--- config.mk ---
export PLATFORM = sky130hd
export DESIGN_NAME = first_fit_region_allocator_core
export DESIGN_NICKNAME = d
export VERILOG_FILES = /design/src/rtl/ffra_pkg.sv /design/src/rtl/first_fit_region_allocator_core.sv /design/src/rtl/ffra_ram.sv /design/src/rtl/ffra_dp.sv /design/src/rtl/ffra_ctrl.sv
export SDC_FILE = /design/constraint.sdc
export NUM_CORES = 2
export LEC_CHECK = 0
export ABC_AREA = 1
export BUFFER_PORTS_ARGS = -buffer_cell sky130_fd_sc_hd__buf_2
export CAP_MARGIN = 20
export CORE_MARGIN = 3
export CORE_UTILIZATION = 55
export CTS_CLUSTER_SIZE = 16
export DETAILED_ROUTE_END_ITERATION = 6
export GPL_ROUTABILITY_DRIVEN = 1
export PLACE_DENSITY_LB_ADDON = 0.05
export SLEW_MARGIN = 20
export SYNTH_ARGS = -nofsm -noshare
export SYNTH_HDL_FRONTEND = slang
export SYNTH_HIERARCHICAL = 1
export SYNTH_SLANG_ARGS = --single-unit
--- constraint.sdc ---
create_clock -name i_clk -period 9.7 [get_ports i_clk]
set_input_delay 1.455 -clock i_clk [delete_from_list [all_inputs] [get_ports i_clk]]
set_output_delay 1.455 -clock i_clk [all_outputs]
set_load 0.05 [all_outputs]
--- src/rtl/ffra_pkg.sv ---
// ----------------------------------------------------------------------------
// ffra_pkg
// shared constants, codes and controller/datapath bundles of the region allocator
// ----------------------------------------------------------------------------
package ffra_pkg;

    localparam int MAX_REGIONS_DEF = 32;
    localparam int ADDR_BITS       = 32;
    localparam int ALIGN_BITS      = 17;

    localparam logic [1:0] ST_OK    = 2'd0;
    localparam logic [1:0] ST_NOFIT = 2'd1;
    localparam logic [1:0] ST_FULL  = 2'd2;

    localparam logic CFG_BASE = 1'b0;
    localparam logic CFG_SIZE = 1'b1;

    localparam logic [1:0] RA_IDX = 2'd0;
    localparam logic [1:0] RA_J   = 2'd1;
    localparam logic [1:0] RA_JM1 = 2'd2;

    localparam logic [2:0] W_NONE  = 3'd0;
    localparam logic [2:0] W_ALLOC = 3'd1;
    localparam logic [2:0] W_DN    = 3'd2;
    localparam logic [2:0] W_UP    = 3'd3;
    localparam logic [2:0] W_MNEXT = 3'd4;
    localparam logic [2:0] W_MBOTH = 3'd5;
    localparam logic [2:0] W_MPREV = 3'd6;
    localparam logic [2:0] W_INS   = 3'd7;

    localparam logic [1:0] RES_NONE  = 2'd0;
    localparam logic [1:0] RES_GRANT = 2'd1;
    localparam logic [1:0] RES_NOFIT = 2'd2;
    localparam logic [1:0] RES_FULL  = 2'd3;

    typedef struct packed {
        logic       load_req;
        logic       idx_clr;
        logic       idx_inc;
        logic       lat_cur;
        logic       prv_from_cur;
        logic [1:0] rsel;
        logic [2:0] wsel;
        logic       j_set_idx1;
        logic       j_set_cnt;
        logic       j_inc;
        logic       j_dec;
        logic       cnt_inc;
        logic       cnt_dec;
        logic       res_load;
        logic [1:0] res_code;
        logic       out_load;
    } t_ffra_cmd;

    typedef struct packed {
        logic act;
        logic idx_lt_cnt;
        logic j_lt_cnt;
        logic j_gt_idx;
        logic mod_busy;
        logic fit;
        logic nl_zero;
        logic start_lt;
        logic mnext;
        logic mprev;
        logic full;
        logic out_free;
    } t_ffra_stat;

    function automatic logic meets(input logic [ADDR_BITS-1:0] a,
                                   input logic [ADDR_BITS-1:0] b,
                                   input logic [ADDR_BITS-1:0] c);
        logic [ADDR_BITS:0] s;
        s = {1'b0, a} + {1'b0, b};
        return !s[ADDR_BITS] && (s[ADDR_BITS-1:0] == c);
    endfunction

    function automatic logic [ADDR_BITS-1:0] sat_add(input logic [ADDR_BITS-1:0] a,
                                                     input logic [ADDR_BITS-1:0] b);
        logic [ADDR_BITS:0] s;
        s = {1'b0, a} + {1'b0, b};
        return s[ADDR_BITS] ? {ADDR_BITS{1'b1}} : s[ADDR_BITS-1:0];
    endfunction

endpackage

--- src/rtl/first_fit_region_allocator_core.sv ---
// allocate: each table entry tried is read, latched, held for the bit-serial alignment
//   remainder when align_to is non-zero and fit-checked; an emptied region is shifted out
// free: entries up to the insertion point are read, latched and compared; entries moved
//   are read and written; requests are accepted in idle and results handed off in S_OUT
// one request in flight at a time: o_in_ready is high only while the sequencer is idle
// synchronous active-low reset reloads the table as one region at base 0, size 65536
// ----------------------------------------------------------------------------
// first_fit_region_allocator_core
// first-fit free region allocator with coalescing on free
// ----------------------------------------------------------------------------
module first_fit_region_allocator_core #(
    parameter int MAX_REGIONS = ffra_pkg::MAX_REGIONS_DEF
) (
    input  logic                             i_clk,
    input  logic                             i_rst_n,
    input  logic                             i_cfg_we,
    input  logic                             i_cfg_index,
    input  logic [ffra_pkg::ADDR_BITS-1:0]   i_cfg_data,
    input  logic                             i_in_valid,
    output logic                             o_in_ready,
    input  logic                             i_action,
    input  logic [ffra_pkg::ADDR_BITS-1:0]   i_request_size,
    input  logic [ffra_pkg::ALIGN_BITS-1:0]  i_align_to,
    input  logic [ffra_pkg::ADDR_BITS-1:0]   i_free_offset,
    output logic                             o_out_valid,
    input  logic                             i_out_ready,
    output logic [1:0]                       o_status,
    output logic [ffra_pkg::ADDR_BITS-1:0]   o_region_offset,
    output logic [ffra_pkg::ADDR_BITS-1:0]   o_region_length
);
    import ffra_pkg::*;

    t_ffra_cmd  w_cmd;
    t_ffra_stat w_stat;

    ffra_ctrl u_ctrl (
        .i_clk      (i_clk),
        .i_rst_n    (i_rst_n),
        .i_in_valid (i_in_valid),
        .o_in_ready (o_in_ready),
        .i_stat     (w_stat),
        .o_cmd      (w_cmd)
    );

    ffra_dp #(
        .MAX_REGIONS (MAX_REGIONS)
    ) u_dp (
        .i_clk           (i_clk),
        .i_rst_n         (i_rst_n),
        .i_cfg_we        (i_cfg_we),
        .i_cfg_index     (i_cfg_index),
        .i_cfg_data      (i_cfg_data),
        .i_action        (i_action),
        .i_request_size  (i_request_size),
        .i_align_to      (i_align_to),
        .i_free_offset   (i_free_offset),
        .i_out_ready     (i_out_ready),
        .o_out_valid     (o_out_valid),
        .o_status        (o_status),
        .o_region_offset (o_region_offset),
        .o_region_length (o_region_length),
        .i_cmd           (w_cmd),
        .o_stat          (w_stat)
    );
endmodule

--- src/rtl/ffra_ram.sv ---
// ----------------------------------------------------------------------------
// ffra_ram
// generic single write port, single read port ram with registered read
// ----------------------------------------------------------------------------
module ffra_ram #(
    parameter int WIDTH = 64,
    parameter int DEPTH = 32
) (
    input  logic                                      i_clk,
    input  logic                                      i_we,
    input  logic [(DEPTH > 1 ? $clog2(DEPTH) : 1)-1:0] i_waddr,
    input  logic [WIDTH-1:0]                          i_wdata,
    input  logic [(DEPTH > 1 ? $clog2(DEPTH) : 1)-1:0] i_raddr,
    output logic [WIDTH-1:0]                          o_rdata
);
    logic [WIDTH-1:0] r_mem [DEPTH];
    logic [WIDTH-1:0] r_rdata;

    always_ff @(posedge i_clk) begin
        if (i_we) begin
            r_mem[i_waddr] <= i_wdata;
        end
        r_rdata <= r_mem[i_raddr];
    end

    assign o_rdata = r_rdata;
endmodule

--- src/rtl/ffra_dp.sv ---
// ----------------------------------------------------------------------------
// ffra_dp
// region table, request registers, alignment remainder unit and result registers
// ----------------------------------------------------------------------------
module ffra_dp #(
    parameter int MAX_REGIONS = ffra_pkg::MAX_REGIONS_DEF
) (
    input  logic                             i_clk,
    input  logic                             i_rst_n,
    input  logic                             i_cfg_we,
    input  logic                             i_cfg_index,
    input  logic [ffra_pkg::ADDR_BITS-1:0]   i_cfg_data,
    input  logic                             i_action,
    input  logic [ffra_pkg::ADDR_BITS-1:0]   i_request_size,
    input  logic [ffra_pkg::ALIGN_BITS-1:0]  i_align_to,
    input  logic [ffra_pkg::ADDR_BITS-1:0]   i_free_offset,
    input  logic                             i_out_ready,
    output logic                             o_out_valid,
    output logic [1:0]                       o_status,
    output logic [ffra_pkg::ADDR_BITS-1:0]   o_region_offset,
    output logic [ffra_pkg::ADDR_BITS-1:0]   o_region_length,
    input  ffra_pkg::t_ffra_cmd              i_cmd,
    output ffra_pkg::t_ffra_stat             o_stat
);
    import ffra_pkg::*;

    localparam int IW = (MAX_REGIONS > 1) ? $clog2(MAX_REGIONS) : 1;
    localparam int CW = $clog2(MAX_REGIONS + 1);
    localparam int AB = ADDR_BITS;
    localparam int MW = $clog2(AB);

    logic [AB-1:0]         r_heap_base, r_heap_size;
    logic [CW-1:0]         r_count, r_idx, r_j;
    logic                  r_act;
    logic [AB-1:0]         r_size, r_off;
    logic [ALIGN_BITS-1:0] r_align;
    logic [AB-1:0]         r_cur_s, r_cur_l, r_prv_s, r_prv_l;
    logic [ALIGN_BITS-1:0] r_rem;
    logic [AB-1:0]         r_msh;
    logic [MW-1:0]         r_mcnt;
    logic                  r_mbusy;
    logic [1:0]            r_res_st;
    logic [AB-1:0]         r_res_off, r_res_len;
    logic                  r_out_valid;
    logic [1:0]            r_o_status;
    logic [AB-1:0]         r_o_off, r_o_len;

    logic [2*AB-1:0]       w_rdata, w_wdata;
    logic [IW-1:0]         w_waddr, w_raddr;
    logic                  w_we;
    logic [AB-1:0]         w_rd_s, w_rd_l;
    logic [ALIGN_BITS:0]   w_rt;
    logic [ALIGN_BITS-1:0] w_pad;
    logic [AB:0]           w_need;
    logic [AB-1:0]         w_new_s, w_new_l, w_ncur;
    logic [CW-1:0]         w_idx_m1, w_j_m1;
    logic [AB-1:0]         w_cfg_base, w_cfg_size;

    assign w_rd_s   = w_rdata[2*AB-1:AB];
    assign w_rd_l   = w_rdata[AB-1:0];
    assign w_idx_m1 = r_idx - CW'(1);
    assign w_j_m1   = r_j - CW'(1);

    assign w_rt  = {r_rem, r_msh[AB-1]};
    assign w_pad = (r_align == '0 || r_rem == '0) ? '0 : r_align - r_rem;
    assign w_need  = {1'b0, r_size} + {{(AB+1-ALIGN_BITS){1'b0}}, w_pad};
    assign w_new_s = r_cur_s + w_need[AB-1:0];
    assign w_new_l = r_cur_l - w_need[AB-1:0];
    assign w_ncur  = sat_add(r_cur_l, r_size);

    assign w_cfg_base = (i_cfg_index == CFG_BASE) ? i_cfg_data : r_heap_base;
    assign w_cfg_size = (i_cfg_index == CFG_SIZE) ? i_cfg_data : r_heap_size;

    always_comb begin
        unique case (i_cmd.rsel)
            RA_J:    w_raddr = r_j[IW-1:0];
            RA_JM1:  w_raddr = w_j_m1[IW-1:0];
            default: w_raddr = r_idx[IW-1:0];
        endcase
    end

    always_comb begin
        w_we    = 1'b1;
        w_waddr = r_idx[IW-1:0];
        w_wdata = {r_off, r_size};
        if (!i_rst_n) begin
            w_waddr = '0;
            w_wdata = {{AB{1'b0}}, AB'(65536)};
        end else if (i_cfg_we) begin
            w_waddr = '0;
            w_wdata = {w_cfg_base, w_cfg_size};
        end else begin
            unique case (i_cmd.wsel)
                W_ALLOC: w_wdata = {w_new_s, w_new_l};
                W_DN: begin
                    w_waddr = w_j_m1[IW-1:0];
                    w_wdata = w_rdata;
                end
                W_UP: begin
                    w_waddr = r_j[IW-1:0];
                    w_wdata = w_rdata;
                end
                W_MNEXT: w_wdata = {r_off, w_ncur};
                W_MBOTH: begin
                    w_waddr = w_idx_m1[IW-1:0];
                    w_wdata = {r_prv_s, sat_add(r_prv_l, w_ncur)};
                end
                W_MPREV: begin
                    w_waddr = w_idx_m1[IW-1:0];
                    w_wdata = {r_prv_s, sat_add(r_prv_l, r_size)};
                end
                W_INS:   w_wdata = {r_off, r_size};
                default: w_we = 1'b0;
            endcase
        end
    end

    ffra_ram #(
        .WIDTH (2*AB),
        .DEPTH (MAX_REGIONS)
    ) u_table (
        .i_clk   (i_clk),
        .i_we    (w_we),
        .i_waddr (w_waddr),
        .i_wdata (w_wdata),
        .i_raddr (w_raddr),
        .o_rdata (w_rdata)
    );

    always_ff @(posedge i_clk) begin
        if (!i_rst_n) begin
            r_heap_base <= '0;
            r_heap_size <= AB'(65536);
            r_count     <= CW'(1);
            r_idx       <= '0;
            r_j         <= '0;
            r_mbusy     <= 1'b0;
            r_mcnt      <= '0;
            r_out_valid <= 1'b0;
        end else begin
            if (i_cfg_we) begin
                r_heap_base <= w_cfg_base;
                r_heap_size <= w_cfg_size;
                r_count     <= CW'(1);
            end else if (i_cmd.cnt_inc) begin
                r_count <= r_count + CW'(1);
            end else if (i_cmd.cnt_dec) begin
                r_count <= r_count - CW'(1);
            end
            if (i_cmd.idx_clr) begin
                r_idx <= '0;
            end else if (i_cmd.idx_inc) begin
                r_idx <= r_idx + CW'(1);
            end
            if (i_cmd.j_set_idx1) begin
                r_j <= r_idx + CW'(1);
            end else if (i_cmd.j_set_cnt) begin
                r_j <= r_count;
            end else if (i_cmd.j_inc) begin
                r_j <= r_j + CW'(1);
            end else if (i_cmd.j_dec) begin
                r_j <= w_j_m1;
            end
            if (i_cmd.lat_cur) begin
                r_mbusy <= !r_act && (r_align != '0);
                r_mcnt  <= '0;
            end else if (r_mbusy) begin
                r_mcnt <= r_mcnt + MW'(1);
                if (r_mcnt == MW'(AB - 1)) begin
                    r_mbusy <= 1'b0;
                end
            end
            if (i_cmd.out_load) begin
                r_out_valid <= 1'b1;
            end else if (i_out_ready) begin
                r_out_valid <= 1'b0;
            end
        end
    end

    always_ff @(posedge i_clk) begin
        if (i_cmd.load_req) begin
            r_act   <= i_action;
            r_size  <= i_request_size;
            r_align <= i_align_to;
            r_off   <= i_free_offset;
        end
        if (i_cmd.lat_cur) begin
            r_cur_s <= w_rd_s;
            r_cur_l <= w_rd_l;
            r_msh   <= w_rd_s;
            r_rem   <= '0;
        end else if (r_mbusy) begin
            r_msh <= {r_msh[AB-2:0], 1'b0};
            r_rem <= (w_rt >= {1'b0, r_align}) ? ALIGN_BITS'(w_rt - {1'b0, r_align})
                                                : ALIGN_BITS'(w_rt);
        end
        if (i_cmd.prv_from_cur) begin
            r_prv_s <= r_cur_s;
            r_prv_l <= r_cur_l;
        end
        if (i_cmd.res_load) begin
            r_res_st  <= ST_OK;
            r_res_off <= '0;
            r_res_len <= '0;
            case (i_cmd.res_code)
                RES_GRANT: begin
                    r_res_off <= r_cur_s;
                    r_res_len <= w_need[AB-1:0];
                end
                RES_NOFIT: r_res_st <= ST_NOFIT;
                RES_FULL:  r_res_st <= ST_FULL;
                default:   r_res_st <= ST_OK;
            endcase
        end
        if (i_cmd.out_load) begin
            r_o_status <= r_res_st;
            r_o_off    <= r_res_off;
            r_o_len    <= r_res_len;
        end
    end

    assign o_stat.act        = r_act;
    assign o_stat.idx_lt_cnt = r_idx < r_count;
    assign o_stat.j_lt_cnt   = r_j < r_count;
    assign o_stat.j_gt_idx   = r_j > r_idx;
    assign o_stat.mod_busy   = r_mbusy;
    assign o_stat.fit        = w_need <= {1'b0, r_cur_l};
    assign o_stat.nl_zero    = w_new_l == '0;
    assign o_stat.start_lt   = r_cur_s < r_off;
    assign o_stat.mnext      = meets(r_off, r_size, r_cur_s);
    assign o_stat.mprev      = (r_idx != '0) && meets(r_prv_s, r_prv_l, r_off);
    assign o_stat.full       = r_count >= CW'(MAX_REGIONS);
    assign o_stat.out_free   = !r_out_valid || i_out_ready;

    assign o_out_valid     = r_out_valid;
    assign o_status        = r_o_status;
    assign o_region_offset = r_o_off;
    assign o_region_length = r_o_len;
endmodule

--- src/rtl/ffra_ctrl.sv ---
// ----------------------------------------------------------------------------
// ffra_ctrl
// request sequencer: table scan, alignment wait, shift passes and result hand-off
// ----------------------------------------------------------------------------
module ffra_ctrl (
    input  logic                  i_clk,
    input  logic                  i_rst_n,
    input  logic                  i_in_valid,
    output logic                  o_in_ready,
    input  ffra_pkg::t_ffra_stat  i_stat,
    output ffra_pkg::t_ffra_cmd   o_cmd
);
    import ffra_pkg::*;

    localparam logic [3:0] S_IDLE   = 4'd0;
    localparam logic [3:0] S_RD     = 4'd1;
    localparam logic [3:0] S_LAT    = 4'd2;
    localparam logic [3:0] S_MOD    = 4'd3;
    localparam logic [3:0] S_FIT    = 4'd4;
    localparam logic [3:0] S_FCMP   = 4'd5;
    localparam logic [3:0] S_FDEC   = 4'd6;
    localparam logic [3:0] S_DN_RD  = 4'd7;
    localparam logic [3:0] S_DN_WR  = 4'd8;
    localparam logic [3:0] S_DN_END = 4'd9;
    localparam logic [3:0] S_UP_RD  = 4'd10;
    localparam logic [3:0] S_UP_WR  = 4'd11;
    localparam logic [3:0] S_OUT    = 4'd12;

    logic [3:0] r_state, n_state;

    assign o_in_ready = (r_state == S_IDLE);

    always_comb begin
        n_state = r_state;
        o_cmd   = '0;
        unique case (r_state)
            S_IDLE: begin
                if (i_in_valid) begin
                    o_cmd.load_req = 1'b1;
                    o_cmd.idx_clr  = 1'b1;
                    n_state        = S_RD;
                end
            end
            S_RD: begin
                if (i_stat.idx_lt_cnt) begin
                    o_cmd.rsel  = RA_IDX;
                    n_state     = S_LAT;
                end else if (i_stat.act) begin
                    n_state = S_FDEC;
                end else begin
                    o_cmd.res_load = 1'b1;
                    o_cmd.res_code = RES_NOFIT;
                    n_state        = S_OUT;
                end
            end
            S_LAT: begin
                o_cmd.lat_cur = 1'b1;
                n_state       = i_stat.act ? S_FCMP : S_MOD;
            end
            S_MOD: begin
                if (!i_stat.mod_busy) begin
                    n_state = S_FIT;
                end
            end
            S_FIT: begin
                if (i_stat.fit) begin
                    o_cmd.res_load = 1'b1;
                    o_cmd.res_code = RES_GRANT;
                    if (i_stat.nl_zero) begin
                        o_cmd.j_set_idx1 = 1'b1;
                        n_state          = S_DN_RD;
                    end else begin
                        o_cmd.wsel = W_ALLOC;
                        n_state    = S_OUT;
                    end
                end else begin
                    o_cmd.idx_inc = 1'b1;
                    n_state       = S_RD;
                end
            end
            S_FCMP: begin
                if (i_stat.start_lt) begin
                    o_cmd.prv_from_cur = 1'b1;
                    o_cmd.idx_inc      = 1'b1;
                    n_state            = S_RD;
                end else begin
                    n_state = S_FDEC;
                end
            end
            S_FDEC: begin
                o_cmd.res_load = 1'b1;
                o_cmd.res_code = RES_NONE;
                if (i_stat.idx_lt_cnt && i_stat.mnext) begin
                    if (i_stat.mprev) begin
                        o_cmd.wsel       = W_MBOTH;
                        o_cmd.j_set_idx1 = 1'b1;
                        n_state          = S_DN_RD;
                    end else begin
                        o_cmd.wsel = W_MNEXT;
                        n_state    = S_OUT;
                    end
                end else if (i_stat.mprev) begin
                    o_cmd.wsel = W_MPREV;
                    n_state    = S_OUT;
                end else if (i_stat.full) begin
                    o_cmd.res_code = RES_FULL;
                    n_state        = S_OUT;
                end else begin
                    o_cmd.j_set_cnt = 1'b1;
                    n_state         = S_UP_RD;
                end
            end
            S_DN_RD: begin
                if (i_stat.j_lt_cnt) begin
                    o_cmd.rsel  = RA_J;
                    n_state     = S_DN_WR;
                end else begin
                    n_state = S_DN_END;
                end
            end
            S_DN_WR: begin
                o_cmd.wsel  = W_DN;
                o_cmd.j_inc = 1'b1;
                n_state     = S_DN_RD;
            end
            S_DN_END: begin
                o_cmd.cnt_dec = 1'b1;
                n_state       = S_OUT;
            end
            S_UP_RD: begin
                if (i_stat.j_gt_idx) begin
                    o_cmd.rsel  = RA_JM1;
                    n_state     = S_UP_WR;
                end else begin
                    o_cmd.wsel    = W_INS;
                    o_cmd.cnt_inc = 1'b1;
                    n_state       = S_OUT;
                end
            end
            S_UP_WR: begin
                o_cmd.wsel  = W_UP;
                o_cmd.j_dec = 1'b1;
                n_state     = S_UP_RD;
            end
            S_OUT: begin
                if (i_stat.out_free) begin
                    o_cmd.out_load = 1'b1;
                    n_state        = S_IDLE;
                end
            end
            default: n_state = S_IDLE;
        endcase
    end

    always_ff @(posedge i_clk) begin
        if (!i_rst_n) begin
            r_state <= S_IDLE;
        end else begin
            r_state <= n_state;
        end
    end
endmodule
==> reports/results.ini <==
[outcome]
status = complete, no violations

[cells_and_area]
nets = 12600
utilization_pct = 63.3
fin_area_sq_um = 138000
areaGrowthSynthToFinish_pct = 13.8
drive_gt1_share_pct = 10.2

[global_routing]
grt.total_usage_pct = 37.6
grt-ovfl-total = 0
grt_start_max_net_pins = 199
grt_use_met1_pct = 49.4
top_usage_layer = met2
grt_first_pass_wirelength_um = 624000
antenna_found_initial = 16
grt_pass1_vias = 88500
use_met3_pct = 6.73
grtUsageMet2_pct = 60.0

[pwr]
switching_power_mw = 16.9
p_int_mw = 24.7
power.leakage_nw = 53.5
powerDensity_nw_per_um2 = 301
seq_power_share_pct = 33.8
clkPwrFrac_pct = 25.2
switching_share_pct = 40.7
combPwrFrac_pct = 41.0
vdd_ir_drop_max_mv = 0.309
finalPower_mw = 41.6

[routing]
ant_nets = 0
first_iter_violations = 13600
viasPerCell = 6.15
via_count = 93900
wl_per_cell_um = 28.8
drc = 0
totalWireLength_um = 440000
dr.pass1.iters = 7

[min_path]
holdCritStartpoint = u_dp/r_res_len[6]$_SDFFCE_PP0P_
min-delay-path-class = register to register
holdPathStages = 0
whs_endpoint = u_dp/o_region_length[6]$_DFFE_PP_

[die]
dieWidth_um = 476
top_level_ports = 188
core_area_sq_um = 218000
fp.dieH_um = 476
num_rows = 171
dieArea_sq_um = 227000
start_util_pct = 55.7

[worst_setup_path]
critPathMaxFanout = 33
cp_slowest_cell = fa_1
regToRegSetupSlack_ns = 0.56
critPathKind = register to register
path_common_cell = nand2_1
arrival_ns = 9.70
regToRegStartpoint = u_dp/r_align[0]$_DFFE_PP_
crit_path_start_kind = register
worst_path_largest_cell_delay_ns = 0.39
crit_path_end_kind = register
required_ns = 10.25
cp-startpoint = u_dp/r_align[0]$_DFFE_PP_
reg2reg_to = u_dp/u_table/r_mem[25][52]$_DFFE_PP_
reg2reg_depth = 59

[synth]
syn-num-nets = 12300
postSynthCellCount = 11800
synth_area_sq_um = 122000
yosysWarnings = 6
synth_top_area_cell = edfxtp_1
synth.distinct_cells = 78
synth-edff-count = 2422
seq_area_frac_synth_pct = 62.7
synth_top_area_share_pct = 59.8
synth_seq_cells = 2596
async_flop_share_pct = 0
avgSynthCellArea_sq_um = 10.3
synthTopCellsByArea = edfxtp_1 60%, nand2_1 10%, nand3_1 8.3%, ha_1 3.7%, dfxtp_1 2.9%
ys.flop_type = edfxtp_1

[timing]
drv_slew = 0
fin_crit_sh_pct = 94.2
min_period_ns = 9.14
worstMarginPinSlew_ns = 1.21
hold_violations = 0
finClkSkew_ns = 0.106
slew_headroom_pct = 19.5
fmax_ghz = 0.109
whs_ns = 0.408
setup_tns_ns = 0
setup_viol = 0

[clock_network]
htreeDepth = 5
cts_buffers = 286
clockRootBuffer = clkbuf_16
clockBufferDepth = 4
holdBufCountCts = 0
clock_latency_ns = 0.95
clock-sinks = 2596
tritoncts = yes
clkTransAtPathRegs_ns = 0.06

[placed_design]
placed_area_sq_um = 129000
place_hpwl_um = 302000
place.gp.congestion = 1.05
portBuffers = 187

[run]
drv_cap = 0

[power groups by stage]
stage	sequential [mW]	clock, mW	combinational (mW)
final	14.1	10.5	17.1
after global routing	14.1	11.0	18.2
after CTS	14.1	10.6	16.4
after detailed placement	14.3	0	16.3
after global placement	14.3	0	16.3
after floorplan	13.9	0	9.36
[how the worst max path moves through the flow]
stage,endpoint,slack (ns)
detailed placement,u_dp/u_table/r_mem[26][36]$_DFFE_PP_,-0.26
global route,u_dp/u_table/r_mem[8][57]$_DFFE_PP_,-0.06
floorplan,u_dp/u_table/r_mem[4][0]$_DFFE_PP_,-0.39
global placement,u_dp/u_table/r_mem[26][36]$_DFFE_PP_,-0.46
CTS,u_dp/u_table/r_mem[10][10]$_DFFE_PP_,0.03
finish,u_dp/u_table/r_mem[25][52]$_DFFE_PP_,0.56
[what timing repair did]
item,CTS,global route
pin swaps,0,16
setup endpoints to repair,1787,2671
setup buffers,0,13
gates cloned,0,5
endpoints found under the hold margin,0,0
resized for setup,2,59
[cell type report]
class	instances	area [sq um]
fillers	17300	80100
flip-flops and latches	2596	76200
multi-input cells	7932	40900
clock buffers	347	7530
repair buffers	630	6050
well taps	2941	3680
inverters	682	2610
clock inverters	139	1340
diodes	10	25.0
[sequential cells by signal (all words and copies together), names as in the netlist, 4 cells and up]
signal,flops
u_dp/r_prv_l,32
u_dp/u_table/r_mem,2048
u_dp/o_region_length,32
u_dp/r_off,32
u_dp/r_prv_s,32
u_dp/r_cur_l,32
u_dp/r_msh,32
u_dp/r_rem,17
u_ctrl/r_state,4
u_dp/o_region_offset,32
u_dp/r_cur_s,32
u_dp/r_j,6
u_dp/r_res_off,32
u_dp/r_idx,6
u_dp/r_heap_base,32
u_dp/r_heap_size,32
u_dp/r_count,6
u_dp/r_align,17
u_dp/r_res_len,32
u_dp/r_size,32
u_dp/r_mcnt,5
u_dp/u_table/o_rdata,64
[placed cells by master (no fill, tap or decap), types with 14 or more instances in the layout]
cell type	n
a21o_1	39
a21oi_1	502
a21oi_2	19
a221oi_1	14
a31oi_1	22
and2_1	15
buf_12	133
buf_2	187
buf_4	299
bufinv_16	24
clkbuf_1	52
clkbuf_16	296
clkinv_1	56
clkinv_2	42
dfxtp_1	174
edfxtp_1	2422
ha_1	359
inv_1	657
inv_2	14
nand2_1	3349
nand2_2	23
nand3_1	2000
nand4_1	71
nor2_1	383
nor2_4	39
nor3_1	68
nor4_1	26
o2111ai_1	36
o211ai_1	61
o21a_1	18
o21ai_0	327
o21ai_1	30
o21ai_2	50
o21bai_1	27
o22ai_1	36
xnor2_1	63
xor2_1	152
[logic make-up (layout without fill, tap and decap cells)]
family,after synthesis,after routing,synth area share (%)
XOR/XNOR,230,230,1.69
buffers and inverters,1238,1798,4.29
other,0,10,0
adder cells (fa/ha/maj),373,373,3.91
flip-flops,2596,2596,62.7
AO/OA/AOI/OAI,1266,1266,6.08
AND/OR/NAND/NOR,6063,6063,21.4
[critical path: cells and delay by family (launching register included)]
kind / cells / cell delay, ns
compound gates: 11 / 1.64
xor+xnor: 1 / 0.20
fa+ha+maj: 4 / 1.25
buf+inv: 14 / 1.84
flops: 1 / 0.34
simple gates: 29 / 3.54
[synth_stat cells, drive strengths merged, types with 18 or more instances]
library cell	count
edfxtp	2422
a21o	39
a31oi	23
inv	679
xor2	161
o21a	18
a21boi	22
o2111ai	36
nand3	2013
buf	384
nor3	76
o21bai	32
nand2	3375
xnor2	66
o22ai	36
o211ai	61
nor4	30
a21oi	523
nand4	72
nor2	434
o21ai	408
or2	26
ha	362
clkbuf	172
dfxtp	174
[stage by stage]
stage | instances | setup WS [ns]
after floorplan | 11800 | -0.393
after global placement | 14800 | -0.462
after detailed placement | 14800 | -0.259
after CTS | 15200 | 0.0349
after global routing | 15300 | -0.0566
final | 15300 | 0.558
[layer usage]
metal / part of all wire [%] / up-vias
met5: 0.013 / -
met4: 6.5 / 8
met3: 9.9 / 938
met2: 47 / 5605
met1: 37 / 45400
li1: - / 41900
Power figures use the tool's default switching activity.
